$ cat src/rtl/rme_pkg.sv
// ----------------------------------------------------------------------------
// rme_pkg
// Shared widths, types and helper functions for the rotation matrix to
// Euler angles pipeline.
// ----------------------------------------------------------------------------
package rme_pkg;

	localparam int DATA_WIDTH    = 16;
	localparam int CORDIC_STAGES = 16;
	localparam int MAX_STAGES    = 32;
	localparam int STEPS         = (CORDIC_STAGES > MAX_STAGES) ? MAX_STAGES : CORDIC_STAGES;
	localparam int GUARD_BITS    = 12;
	localparam int VEC_W         = DATA_WIDTH + GUARD_BITS + 4;
	localparam int ANG_W         = 32;
	localparam int ANGLE_W       = 16;
	localparam int STEP_IDX_W    = $clog2(MAX_STAGES);
	localparam int GAIN_W        = 16;
	localparam int GAIN_SHIFT    = 16;
	localparam int PROD_W        = VEC_W - 1 + GAIN_W;
	localparam int PIPE_DEPTH    = 2 * STEPS + 4;

	localparam logic [GAIN_W-1:0] INV_GAIN   = GAIN_W'(39797);
	localparam logic [ANG_W-1:0]  ANGLE_PI   = {1'b1, {(ANG_W-1){1'b0}}};
	localparam logic [ANG_W-1:0]  ROUND_HALF = ANG_W'(32768);

	typedef struct packed {
		logic signed [VEC_W-1:0] x;
		logic signed [VEC_W-1:0] y;
		logic [ANG_W-1:0]        z;
		logic                    zero;
	} vec_t;

	typedef struct packed {
		logic signed [ANGLE_W-1:0] roll;
		logic signed [ANGLE_W-1:0] yaw;
	} side_t;

	typedef struct packed {
		logic signed [ANGLE_W-1:0] roll;
		logic signed [ANGLE_W-1:0] pitch;
		logic signed [ANGLE_W-1:0] yaw;
	} angles_t;

	// atan(2^-i), 2^31 = pi
	function automatic logic [ANG_W-1:0] atan_step(input logic [STEP_IDX_W-1:0] i);
		logic [ANG_W-1:0] a;
		case (i)
			5'd0:    a = 32'd536870912;
			5'd1:    a = 32'd316933406;
			5'd2:    a = 32'd167458907;
			5'd3:    a = 32'd85004756;
			5'd4:    a = 32'd42667331;
			5'd5:    a = 32'd21354465;
			5'd6:    a = 32'd10679838;
			5'd7:    a = 32'd5340245;
			5'd8:    a = 32'd2670163;
			5'd9:    a = 32'd1335087;
			5'd10:   a = 32'd667544;
			5'd11:   a = 32'd333772;
			5'd12:   a = 32'd166886;
			5'd13:   a = 32'd83443;
			5'd14:   a = 32'd41722;
			5'd15:   a = 32'd20861;
			5'd16:   a = 32'd10430;
			5'd17:   a = 32'd5215;
			5'd18:   a = 32'd2608;
			5'd19:   a = 32'd1304;
			5'd20:   a = 32'd652;
			5'd21:   a = 32'd326;
			5'd22:   a = 32'd163;
			5'd23:   a = 32'd81;
			5'd24:   a = 32'd41;
			5'd25:   a = 32'd20;
			5'd26:   a = 32'd10;
			5'd27:   a = 32'd5;
			5'd28:   a = 32'd3;
			5'd29:   a = 32'd1;
			5'd30:   a = 32'd1;
			default: a = '0;
		endcase
		return a;
	endfunction

	function automatic logic signed [VEC_W-1:0] scale_in(input logic signed [DATA_WIDTH-1:0] v);
		logic signed [VEC_W-1:0] t;
		t = VEC_W'(v);
		return t <<< GUARD_BITS;
	endfunction

	// move the vector into the right half plane
	function automatic vec_t prerotate(input logic signed [VEC_W-1:0] x,
			input logic signed [VEC_W-1:0] y);
		vec_t v;
		v.zero = (x == '0) && (y == '0);
		if (x[VEC_W-1]) begin
			v.x = -x;
			v.y = -y;
			v.z = ANGLE_PI;
		end else begin
			v.x = x;
			v.y = y;
			v.z = '0;
		end
		return v;
	endfunction

	function automatic logic signed [ANGLE_W-1:0] round_angle(input vec_t v);
		logic [ANG_W-1:0] s;
		s = v.z + ROUND_HALF;
		return v.zero ? '0 : $signed(s[ANG_W-1:ANG_W-ANGLE_W]);
	endfunction

endpackage

$ cat src/rtl/rme_cordic_step.sv
// ----------------------------------------------------------------------------
// rme_cordic_step
// One registered vectoring CORDIC micro-rotation.
// ----------------------------------------------------------------------------
module rme_cordic_step import rme_pkg::*; (
	input  logic                  clk,
	input  logic                  en,
	input  logic [STEP_IDX_W-1:0] idx,
	input  vec_t                  d,
	output vec_t                  q
);

	logic signed [VEC_W-1:0] dx;
	logic signed [VEC_W-1:0] dy;
	logic [ANG_W-1:0]        a;
	logic                    y_pos;
	vec_t                    nxt;

	always_comb begin
		dx    = d.y >>> idx;
		dy    = d.x >>> idx;
		a     = atan_step(idx);
		y_pos = !d.y[VEC_W-1] && (d.y != '0);
		nxt.zero = d.zero;
		if (y_pos) begin
			nxt.x = d.x + dx;
			nxt.y = d.y - dy;
			nxt.z = d.z + a;
		end else begin
			nxt.x = d.x - dx;
			nxt.y = d.y + dy;
			nxt.z = d.z - a;
		end
	end

	always_ff @(posedge clk) begin
		if (en) begin
			q <= nxt;
		end
	end

endmodule

$ cat config.mk
export PLATFORM = sky130hd
export DESIGN_NAME = rme_cordic_step
export DESIGN_NICKNAME = d
export VERILOG_FILES = /design/src/rtl/rme_pkg.sv /design/src/rtl/rme_cordic_step.sv
export SDC_FILE = /design/constraint.sdc
export NUM_CORES = 1
export LEC_CHECK = 0
export ABC_CLOCK_PERIOD_IN_PS = 9400
export BUFFER_PORTS_ARGS = -buffer_cell sky130_fd_sc_hd__clkbuf_2
export CAP_MARGIN = 25
export CORE_MARGIN = 10
export CORE_UTILIZATION = 40
export CTS_BUF_LIST = sky130_fd_sc_hd__clkbuf_16
export DETAILED_ROUTE_END_ITERATION = 16
export HOLD_SLACK_MARGIN = 0.02
export PLACE_DENSITY_LB_ADDON = 0.15
export SYNTH_ARGS = -nofsm -noshare
export SYNTH_HDL_FRONTEND = slang
export SYNTH_SLANG_ARGS = --single-unit
export TNS_END_PERCENT = 30
$ cat constraint.sdc
create_clock -name clk -period 9.4 [get_ports clk]
set_input_delay 2.35 -clock clk [delete_from_list [all_inputs] [get_ports clk]]
set_output_delay 2.35 -clock clk [all_outputs]
set_load 0.02 [all_outputs]
==> flow_summary.json <==
{
  "p_sw_uw": 1100,
  "final_common_cell": "sky130_fd_sc_hd__clkbuf_2",
  "wire_length_of_the_first_global_routing_pass_um": 80800,
  "tritoncts": "done",
  "critical_path_type": "input pin to register",
  "max_reg_flops": 97,
  "cp_max_fo": 29,
  "i_o_buffers": 200,
  "unrepaired_setup_endpoints_after_global_routing": "false",
  "track_usage_pct": 23.3,
  "seq_power_share_pct": 26.9,
  "crit_required_ns": 9.66,
  "die_height_um": 209,
  "placeableCoreArea_um2": 35300,
  "first_global_vias": 13700,
  "row_count": 69,
  "die_w_um": 209,
  "final-hold-violation-count": 0,
  "cts.sinks": 97,
  "io-pin-count": 201,
  "number_of_post_cts_setup_repair_buffers": 0,
  "critical_path.endpoint_type": "register",
  "worst_slew_margin_rel_pct": 31.5,
  "synth_area_per_cell_um2": 9.13,
  "power.clock.fraction_pct": 15.2,
  "worst_pin_slew_ns": 1.03,
  "post_synth_num_cell_types": 88,
  "filler_cell_count": 3479,
  "final.period_utilization_pct": 89.1,
  "internal_power_uw": 1420,
  "clock_slew_at_reported_path_ffs_ns": 0.07,
  "max_freq_mhz": 119,
  "netlist_area_um2": 14200,
  "syn_inst": 1559,
  "place.gp.congestion": 0.977,
  "share_of_power_burned_in_combinational_logic_pct": 57.9,
  "largest_net_degree_at_the_start_of_global_routing": 68,
  "finalWirelength_um": 52700,
  "cp_data_arrival_time_ns": 8.64,
  "synth_seq_area_share_pct": 20.5,
  "synth_seq_cells": 97,
  "grt_antenna_before_repair": 0,
  "finalMaxSlewViolations": 0,
  "setup-violations-final": 0,
  "routed_via_density": 6.20,
  "detail_route.drc_violations": 0,
  "layout_common_cells": "sky130_fd_sc_hd__clkbuf_2 (197), sky130_fd_sc_hd__a21oi_1 (158), sky130_fd_sc_hd__nand2_1 (139), sky130_fd_sc_hd__ha_1 (115), sky130_fd_sc_hd__xnor2_1 (105)",
  "antenna_left": 0,
  "tightest_hold_check_type": "input pin to register",
  "initial_standard_cell_utilization_of_the_core_pct": 40.3,
  "cts_buffer_depth": 2,
  "cts.root.buffer_cell": "sky130_fd_sc_hd__clkbuf_16",
  "synthesis.yosys.warnings": 0,
  "post_cts_hold_buffer_count": 0,
  "antenna-diode-count": 0,
  "worst_setup_path_start_kind": "input pin",
  "min_period_ns": 8.38,
  "fin_worst_hold_slack_ns": 2.15,
  "synth-edff-count": 97,
  "power.leakage_uw": 0.00666,
  "drt_pass1_iterations": 7,
  "power_switching_share_pct": 43.6,
  "outcome": "finished clean",
  "setup_total_negative_slack_ns": 0,
  "detailroute.via_count": 13600,
  "grt_remaining_overflow": 0,
  "final_layout_size_suffix_gt1_share_pct": 21.1,
  "first_drt_iteration_drcs": 1397,
  "postSynthNetCount": 1781,
  "cts_resized": 0,
  "timing.max_cap.violations": 0,
  "tritoncts.num_buffers": 9,
  "final_net_count": 1948,
  "power-per-cell-area_nw_per_um2": 157,
  "postSynth.topFlopCell": "sky130_fd_sc_hd__edfxtp_1",
  "vdd_drop_max_v": 0.000101,
  "registers_with_the_most_flip_flops": "q x97",
  "layout-area-overhead-vs-synth_pct": 12.5,
  "registers.top_by_ff_count": "q",
  "hpwl_um": 41600,
  "die_area_um2": 43500,
  "asyncSetResetFlopFracSynth_pct": 0,
  "ctsHtreeMaxLevel": 3,
  "post_drt_wl_per_cell_um": 24.1
}
-- layout make-up --
type                    count  area (um^2)  area share, %
inverters                  47          176           1.10
multi-input cells        1333        10700           67.0
flip-flops and latches     97         2910           18.2
well taps                 461          577           3.60
repair buffers            238         1330           8.31
clock buffers               9          225           1.41
clock inverters             6         58.8          0.367
-- per-stage QoR --
stage	area, um^2	utilization [%]	power, uW	instances	worst slack [ns]
after floorplan	14200	-	1710	1559	1.02
after global placement	15700	44.6	2140	2176	0.669
after detailed placement	15700	44.6	2140	2176	0.706
after CTS	16000	45.4	2540	2191	1.10
after global routing	16000	45.4	2690	2191	0.674
final	16000	45.4	2520	2191	1.02
-- per-layer routing --
layer | GRT usage [%] | wire [um] | part of all wire, % | vias up
met5 | 0 | 0 | 0 | -
met4 | 11.6 | 2360 | 4.5 | 0
met3 | 4.46 | 3370 | 6.4 | 107
met2 | 39.7 | 25500 | 48 | 561
met1 | 27.4 | 21500 | 41 | 6598
li1 | - | - | - | 6319
-- power groups by stage --
| stage | clock network, uW | logic (uW) | registers, uW |
|---|---|---|---|
| after floorplan | 0 | 866 | 843 |
| after global placement | 0 | 1450 | 687 |
| after detailed placement | 0 | 1450 | 689 |
| after CTS | 396 | 1460 | 681 |
| after global routing | 410 | 1590 | 693 |
| final | 382 | 1460 | 678 |
-- path summary, 6_finish.rpt --
| path | depth (start not counted) | from | end | slack (ns) |
|---|---|---|---|---|
| worst max-delay path | 22 | idx[0] | q[63] | 1.02 |
| worst min-delay path | 1 | d[0] | q[0] | 2.15 |
-- kinds of logic (layout without fill, tap and decap cells) --
group           Yosys count  in the layout  synth area share (%)
xor+xnor                167            167                  10.3
compound gates          475            475                  21.6
flops                    97             97                  20.5
buf+inv                 129            300                  4.21
mux                     157            157                  18.7
fa+ha+maj               118            118                  10.5
simple gates            416            416                  14.2
-- critical path, stage by stage --
cell and delay (ns):
sky130_fd_sc_hd__buf_4 0.40, sky130_fd_sc_hd__buf_4 0.48, sky130_fd_sc_hd__mux4_2 0.61, sky130_fd_sc_hd__mux2i_1 0.31, sky130_fd_sc_hd__o22ai_1 0.13, sky130_fd_sc_hd__nor2_1 0.30
sky130_fd_sc_hd__nor4b_2 0.42, sky130_fd_sc_hd__and4b_1 0.32, sky130_fd_sc_hd__nand3_1 0.25, sky130_fd_sc_hd__o21ai_0 0.28, sky130_fd_sc_hd__xnor2_1 0.10, sky130_fd_sc_hd__ha_1 0.39
sky130_fd_sc_hd__and3_1 0.21, sky130_fd_sc_hd__nand2_1 0.06, sky130_fd_sc_hd__a21oi_1 0.16, sky130_fd_sc_hd__nor2_1 0.06, sky130_fd_sc_hd__o2bb2ai_1 0.11, sky130_fd_sc_hd__a41oi_1 0.50
sky130_fd_sc_hd__a41o_1 0.31, sky130_fd_sc_hd__a21oi_1 0.12, sky130_fd_sc_hd__or4b_2 0.64, sky130_fd_sc_hd__nand3_1 0.09
-- Yosys cell counts (23+ instances only) --
master / number / area share (%)
sky130_fd_sc_hd__a21o_1: 35 / 1.8
sky130_fd_sc_hd__a21oi_1: 158 / 5.6
sky130_fd_sc_hd__a31oi_1: 23 / 1.0
sky130_fd_sc_hd__buf_2: 24 / 0.84
sky130_fd_sc_hd__clkbuf_1: 37 / 0.98
sky130_fd_sc_hd__edfxtp_1: 97 / 20
sky130_fd_sc_hd__ha_1: 115 / 10
sky130_fd_sc_hd__inv_1: 46 / 1.2
sky130_fd_sc_hd__mux2i_1: 54 / 3.8
sky130_fd_sc_hd__mux4_2: 67 / 11
sky130_fd_sc_hd__nand2_1: 139 / 3.7
sky130_fd_sc_hd__nand2b_1: 25 / 1.1
sky130_fd_sc_hd__nor2_1: 101 / 2.7
sky130_fd_sc_hd__nor2b_1: 24 / 1.1
sky130_fd_sc_hd__o21ai_0: 77 / 2.7
sky130_fd_sc_hd__xnor2_1: 105 / 6.5
sky130_fd_sc_hd__xor2_1: 62 / 3.8
No activity file was read; power rests on OpenSTA's default activity.
