[src/rtl/rme_pkg.sv]
// ----------------------------------------------------------------------------
// rme_pkg
// Shared widths, types and helper functions for the rotation matrix to
// Euler angles pipeline.
// ----------------------------------------------------------------------------
package rme_pkg;

	localparam int DATA_WIDTH    = 16;
	localparam int CORDIC_STAGES = 16;
	localparam int MAX_STAGES    = 32;
	localparam int STEPS         = (CORDIC_STAGES > MAX_STAGES) ? MAX_STAGES : CORDIC_STAGES;
	localparam int GUARD_BITS    = 12;
	localparam int VEC_W         = DATA_WIDTH + GUARD_BITS + 4;
	localparam int ANG_W         = 32;
	localparam int ANGLE_W       = 16;
	localparam int STEP_IDX_W    = $clog2(MAX_STAGES);
	localparam int GAIN_W        = 16;
	localparam int GAIN_SHIFT    = 16;
	localparam int PROD_W        = VEC_W - 1 + GAIN_W;
	localparam int PIPE_DEPTH    = 2 * STEPS + 4;

	localparam logic [GAIN_W-1:0] INV_GAIN   = GAIN_W'(39797);
	localparam logic [ANG_W-1:0]  ANGLE_PI   = {1'b1, {(ANG_W-1){1'b0}}};
	localparam logic [ANG_W-1:0]  ROUND_HALF = ANG_W'(32768);

	typedef struct packed {
		logic signed [VEC_W-1:0] x;
		logic signed [VEC_W-1:0] y;
		logic [ANG_W-1:0]        z;
		logic                    zero;
	} vec_t;

	typedef struct packed {
		logic signed [ANGLE_W-1:0] roll;
		logic signed [ANGLE_W-1:0] yaw;
	} side_t;

	typedef struct packed {
		logic signed [ANGLE_W-1:0] roll;
		logic signed [ANGLE_W-1:0] pitch;
		logic signed [ANGLE_W-1:0] yaw;
	} angles_t;

	// atan(2^-i), 2^31 = pi
	function automatic logic [ANG_W-1:0] atan_step(input logic [STEP_IDX_W-1:0] i);
		logic [ANG_W-1:0] a;
		case (i)
			5'd0:    a = 32'd536870912;
			5'd1:    a = 32'd316933406;
			5'd2:    a = 32'd167458907;
			5'd3:    a = 32'd85004756;
			5'd4:    a = 32'd42667331;
			5'd5:    a = 32'd21354465;
			5'd6:    a = 32'd10679838;
			5'd7:    a = 32'd5340245;
			5'd8:    a = 32'd2670163;
			5'd9:    a = 32'd1335087;
			5'd10:   a = 32'd667544;
			5'd11:   a = 32'd333772;
			5'd12:   a = 32'd166886;
			5'd13:   a = 32'd83443;
			5'd14:   a = 32'd41722;
			5'd15:   a = 32'd20861;
			5'd16:   a = 32'd10430;
			5'd17:   a = 32'd5215;
			5'd18:   a = 32'd2608;
			5'd19:   a = 32'd1304;
			5'd20:   a = 32'd652;
			5'd21:   a = 32'd326;
			5'd22:   a = 32'd163;
			5'd23:   a = 32'd81;
			5'd24:   a = 32'd41;
			5'd25:   a = 32'd20;
			5'd26:   a = 32'd10;
			5'd27:   a = 32'd5;
			5'd28:   a = 32'd3;
			5'd29:   a = 32'd1;
			5'd30:   a = 32'd1;
			default: a = '0;
		endcase
		return a;
	endfunction

	function automatic logic signed [VEC_W-1:0] scale_in(input logic signed [DATA_WIDTH-1:0] v);
		logic signed [VEC_W-1:0] t;
		t = VEC_W'(v);
		return t <<< GUARD_BITS;
	endfunction

	// move the vector into the right half plane
	function automatic vec_t prerotate(input logic signed [VEC_W-1:0] x,
			input logic signed [VEC_W-1:0] y);
		vec_t v;
		v.zero = (x == '0) && (y == '0);
		if (x[VEC_W-1]) begin
			v.x = -x;
			v.y = -y;
			v.z = ANGLE_PI;
		end else begin
			v.x = x;
			v.y = y;
			v.z = '0;
		end
		return v;
	endfunction

	function automatic logic signed [ANGLE_W-1:0] round_angle(input vec_t v);
		logic [ANG_W-1:0] s;
		s = v.z + ROUND_HALF;
		return v.zero ? '0 : $signed(s[ANG_W-1:ANG_W-ANGLE_W]);
	endfunction

endpackage

[src/rtl/rme_ctrl.sv]
// ----------------------------------------------------------------------------
// rme_ctrl
// Valid bits and per-stage load enables; empty stages absorb stalls.
// ----------------------------------------------------------------------------
module rme_ctrl import rme_pkg::*; (
	input  logic                  clk,
	input  logic                  arst_n,
	input  logic                  in_valid,
	output logic                  in_ready,
	output logic                  out_valid,
	input  logic                  out_ready,
	output logic [PIPE_DEPTH-1:0] en
);

	logic [PIPE_DEPTH-1:0] valid_q;

	for (genvar k = 0; k < PIPE_DEPTH; k++) begin : g_en
		assign en[k] = out_ready | ~(&valid_q[PIPE_DEPTH-1:k]);
	end

	always_ff @(posedge clk or negedge arst_n) begin
		if (!arst_n) begin
			valid_q <= '0;
		end else begin
			if (en[0]) begin
				valid_q[0] <= in_valid;
			end
			for (int k = 1; k < PIPE_DEPTH; k++) begin
				if (en[k]) begin
					valid_q[k] <= valid_q[k-1];
				end
			end
		end
	end

	assign in_ready  = en[0];
	assign out_valid = valid_q[PIPE_DEPTH-1];

`ifndef SYNTHESIS
	a_ready_low_only_full: assert property (@(posedge clk) disable iff (!arst_n)
		!in_ready |-> (&valid_q))
		else $error("input blocked while pipeline has a free stage");

	a_item_count: assert property (@(posedge clk) disable iff (!arst_n)
		$past(arst_n) |-> ($countones(valid_q) == $countones($past(valid_q))
			+ ($past(in_valid && in_ready) ? 1 : 0)
			- ($past(out_valid && out_ready) ? 1 : 0)))
		else $error("item lost or duplicated in pipeline");

	a_drain_moves_all: assert property (@(posedge clk) disable iff (!arst_n)
		out_ready |-> (&en))
		else $error("stage held while output is taken");
`endif

endmodule

[config.mk]
export PLATFORM = sky130hd
export DESIGN_NAME = rme_ctrl
export DESIGN_NICKNAME = d
export VERILOG_FILES = /design/src/rtl/rme_pkg.sv /design/src/rtl/rme_ctrl.sv
export SDC_FILE = /design/constraint.sdc
export NUM_CORES = 1
export LEC_CHECK = 0
export BUFFER_PORTS_ARGS = -buffer_cell sky130_fd_sc_hd__buf_2
export CORE_AREA = 10 10 69 71
export CTS_CLUSTER_DIAMETER = 30
export DETAILED_ROUTE_END_ITERATION = 7
export DIE_AREA = 0 0 79 81
export PLACE_DENSITY = 0.73
export SLEW_MARGIN = 15
export SYNTH_ARGS = -nofsm -noshare
export SYNTH_HDL_FRONTEND = slang
export SYNTH_SLANG_ARGS = --single-unit
[constraint.sdc]
create_clock -name clk -period 2 [get_ports clk]
set_input_delay 0.1 -clock clk [delete_from_list [all_inputs] [get_ports clk]]
set_output_delay 0.1 -clock clk [all_outputs]
set_load 0.02 [all_outputs]
==> summary.txt <==
Outcome
  • Run status: finished with violations
  • Failing checks: setup timing

Worst setup path
  • Worst setup path start: valid_q[24]
  • Data arrival time of the worst path: 2040 ps
  • Reg2reg start: valid_q[35]
  • Critical Path Fanout Max: 5
  • Critical Path Start Type: flip-flop
  • Data required time at the worst endpoint: 1900 ps
  • Kind of critical path: flip-flop to primary output
  • Setup crit end kind: primary output

Clock network
  • Count of clock tree sinks: 36
  • Worst-path clk slew: 120 ps
  • Cell chosen for the clock root: sky130_fd_sc_hd__clkbuf_4
  • Number of buffers between clock root and the deepest sink: 2
  • Clock network latency to the later pin of the worst-skew pair: 350 ps
  • Depth of the CTS H-tree: 2
  • TritonCTS buffer count: 5
  • Clock tree from TritonCTS: built

Synth
  • Most common cell in the synthesized netlist: sky130_fd_sc_hd__dfrtp_1
  • Mean area per synthesized cell: 10.5 µm²
  • Share of Yosys cell area claimed by the top area cell type: 0.545
  • Number of warnings printed during yosys synthesis: 0
  • Share of async-settable or async-resettable flops after synthesis: 1.00
  • Cell types with the largest area share after synthesis: sky130_fd_sc_hd__dfrtp_1 54%, sky130_fd_sc_hd__nand2_1 5.2%, sky130_fd_sc_hd__a21o_1 4.5%
  • Library cell with the largest summed area after synthesis: sky130_fd_sc_hd__dfrtp_1
  • Synthesized flop and latch total: 36
  • Proportion of synthesized chip area in sequential cells: 0.545
  • Library cells used by synthesis: 30
  • Number of cells produced by synthesis: about 160
  • Top cells by instance count after synthesis: 36 x sky130_fd_sc_hd__dfrtp_1, 23 x sky130_fd_sc_hd__nand2_1, 14 x sky130_fd_sc_hd__nand3_1, 10 x sky130_fd_sc_hd__a21o_1, 10 x sky130_fd_sc_hd__inv_1
  • Syn_nets: 162
  • Netlist area before placement: 0.00165 mm²
  • Most used DFF post-synth: sky130_fd_sc_hd__dfrtp_1
  • Post-synth EDFFs: 0

Placement
  • Pre-CTS setup slack: 103 ps
  • Post-DP HPWL: approximately 3000 µm
  • Quantity of I/O buffers inserted on ports: 41
  • GP Congestion: approximately 0.8
  • Placed standard-cell area: 0.00195 mm²

Power
  • Static leakage: 1.20 nW
  • Share of power burned in registers: 0.445
  • Clock network fraction of design power: 0.413
  • Part of the power in combinational logic: 0.142
  • Power per unit of standard cell area: roughly 730 mW/mm²
  • Worst ir drop on vdd: 0.000366 V
  • Pint: about 1.4 mW
  • Switching share of power: 0.241
  • Switching power of the nets: 0.445 mW

Timing
  • Final hold violation count: 0
  • Maximum clock frequency: around 0.47 GHz
  • Worst Slack Setup Final: -143 ps
  • Period utilisation layout: 1.07
  • Slew at the pin closest to its max-slew limit: 802 ps
  • Final Critical Period: between 2000 and 2500 ps
  • Setup violation total in the final timing report: 17
  • Remaining max-slew budget at the tightest pin: 0.466
  • Unrepaired setup endpoints after global routing: true
  • Total count of max-transition violations in the final report: 0
  • Final setup skew: 14.7 ps

Cells and area
  • Most flops, register: valid_q
  • Fraction of final layout cells with drive strength greater than 1: 0.536
  • Number of nets in the final layout: 236
  • Ant. Diodes: 0
  • Area Overhead vs Synth: 53.6%
  • Max reg flops: 36
  • Non-Filler Cell Area, Final: 0.00254 mm²
  • Top flop regs: valid_q (36)

Die
  • Overall die area: 0.00640 mm²
  • Initial standard-cell utilization of the core: 0.469
  • Die outline height: 81 µm
  • Row cnt: 22
  • IO Pins: 42
  • Width of the die: 79 µm
  • Standard cell core area: 0.00352 mm²

Drt
  • Vias per cell: 5.27
  • Residual antenna-violating net count after detailed routing: 0
  • DRT Wirelength: 4760 µm
  • Via count: roughly 1.5k
  • DRC violations left: 0
  • Count of TritonRoute iterations in the first routing pass: 4
  • Routed wirelength normalized by instance count: approximately 17 µm
  • Drt initial violations: 106

GRT
  • Number of global-route vias before repair: 1514
  • Pin count of the biggest net entering global routing: 37
  • Global-route wire length before repair: approximately 7300 µm
  • Overall routing resource usage: 0.146
  • Initial antenna violation count: 0
  • Total gr overflow: 0

Min path
  • Tightest Hold Check Type: primary input to flip-flop
  • HP Start: out_ready

Job
  • Max-cap violations: 0
-- cells in the final DEF, fill, tap and decap left out, types with 5 or more instances in the layout --
master,n
sky130_fd_sc_hd__a21o_1,10
sky130_fd_sc_hd__nand2_2,10
sky130_fd_sc_hd__clkbuf_4,5
sky130_fd_sc_hd__or2_2,6
sky130_fd_sc_hd__nor2_1,5
sky130_fd_sc_hd__nand2b_1,8
sky130_fd_sc_hd__inv_1,6
sky130_fd_sc_hd__dfrtp_1,34
sky130_fd_sc_hd__nand4_1,6
sky130_fd_sc_hd__nand2_1,11
sky130_fd_sc_hd__and3_1,7
sky130_fd_sc_hd__nand3_1,11
sky130_fd_sc_hd__buf_2,20
sky130_fd_sc_hd__a31o_2,5
sky130_fd_sc_hd__buf_4,21
sky130_fd_sc_hd__buf_6,26
-- logic make-up after synthesis --
group           after synthesis  share of synthesized area
simple gates                 90                      0.330
flops                        36                      0.545
compound gates               19                     0.0930
buf+inv                      13                     0.0325
-- worst max-delay path: stages (launching register included) --
cell	delay, ps
sky130_fd_sc_hd__dfrtp_1	400
sky130_fd_sc_hd__nand2_2	100
sky130_fd_sc_hd__or3_4	440
sky130_fd_sc_hd__nor4b_4	330
sky130_fd_sc_hd__buf_6	200
sky130_fd_sc_hd__nand3_4	90
sky130_fd_sc_hd__buf_6	150
-- layer usage --
layer	vias to the layer above	global-route usage	share of wire
met5	-	0	0
met4	0	0.0699	0.024
met3	9	0.0563	0.058
met2	43	0.244	0.53
met1	736	0.160	0.39
li1	693	-	-
-- final timing paths --
path / cells after the start / slack, ps / endpoint
max: 6 / -140 / in_ready
min: 3 / 20 / valid_q[35]
max reg2reg: 7 / 210 / valid_q[4]
min reg2reg: 1 / 470 / valid_q[9]
max in group asynchronous: 2 / 1050 / valid_q[11]
min in group asynchronous: 2 / 380 / valid_q[30]
-- power groups by stage --
stage | Sequential [mW] | Clock [mW] | Combinational [mW]
after CTS | 0.820 | 0.773 | 0.225
final | 0.823 | 0.763 | 0.262
after detailed placement | 0.839 | 0 | 0.181
after floorplan | 0.829 | 0 | 0.121
after global placement | 0.836 | 0 | 0.175
after global routing | 0.830 | 0.818 | 0.287
-- final cells by class --
cell class / instances / area [µm²]
tap: 48 / 60.1
clock inverter: 3 / 90.1
sequential: 36 / 903
multi-input combinational: 109 / 836
fill: 267 / 982
timing repair buffer: 69 / 571
inverter: 11 / 43.8
clock buffer: 5 / 37.5
-- through the flow --
| stage | util | hold slack, ps | power [mW] | std cells | TNS, ps |
|---|---|---|---|---|---|
| floorplan | - | -196 | 0.950 | 158 | 0 |
| global placement | 0.553 | 214 | 1.01 | 249 | 0 |
| detailed placement | 0.553 | 234 | 1.02 | 249 | 0 |
| CTS | 0.635 | 23.2 | 1.82 | 270 | -716 |
| global route | 0.721 | 14.6 | 1.93 | 281 | -3640 |
| finish | 0.721 | 24.1 | 1.85 | 281 | -1340 |
-- timing repair --
item	in CTS	in global routing
buffers inserted	11	10
cloned	0	1
endpoints found under the hold margin	37	0
pin swaps	9	10
endpoints found under the setup margin	28	26
hold buffers	2	0
resized for setup	15	70
Power figures use the tool's default switching activity.
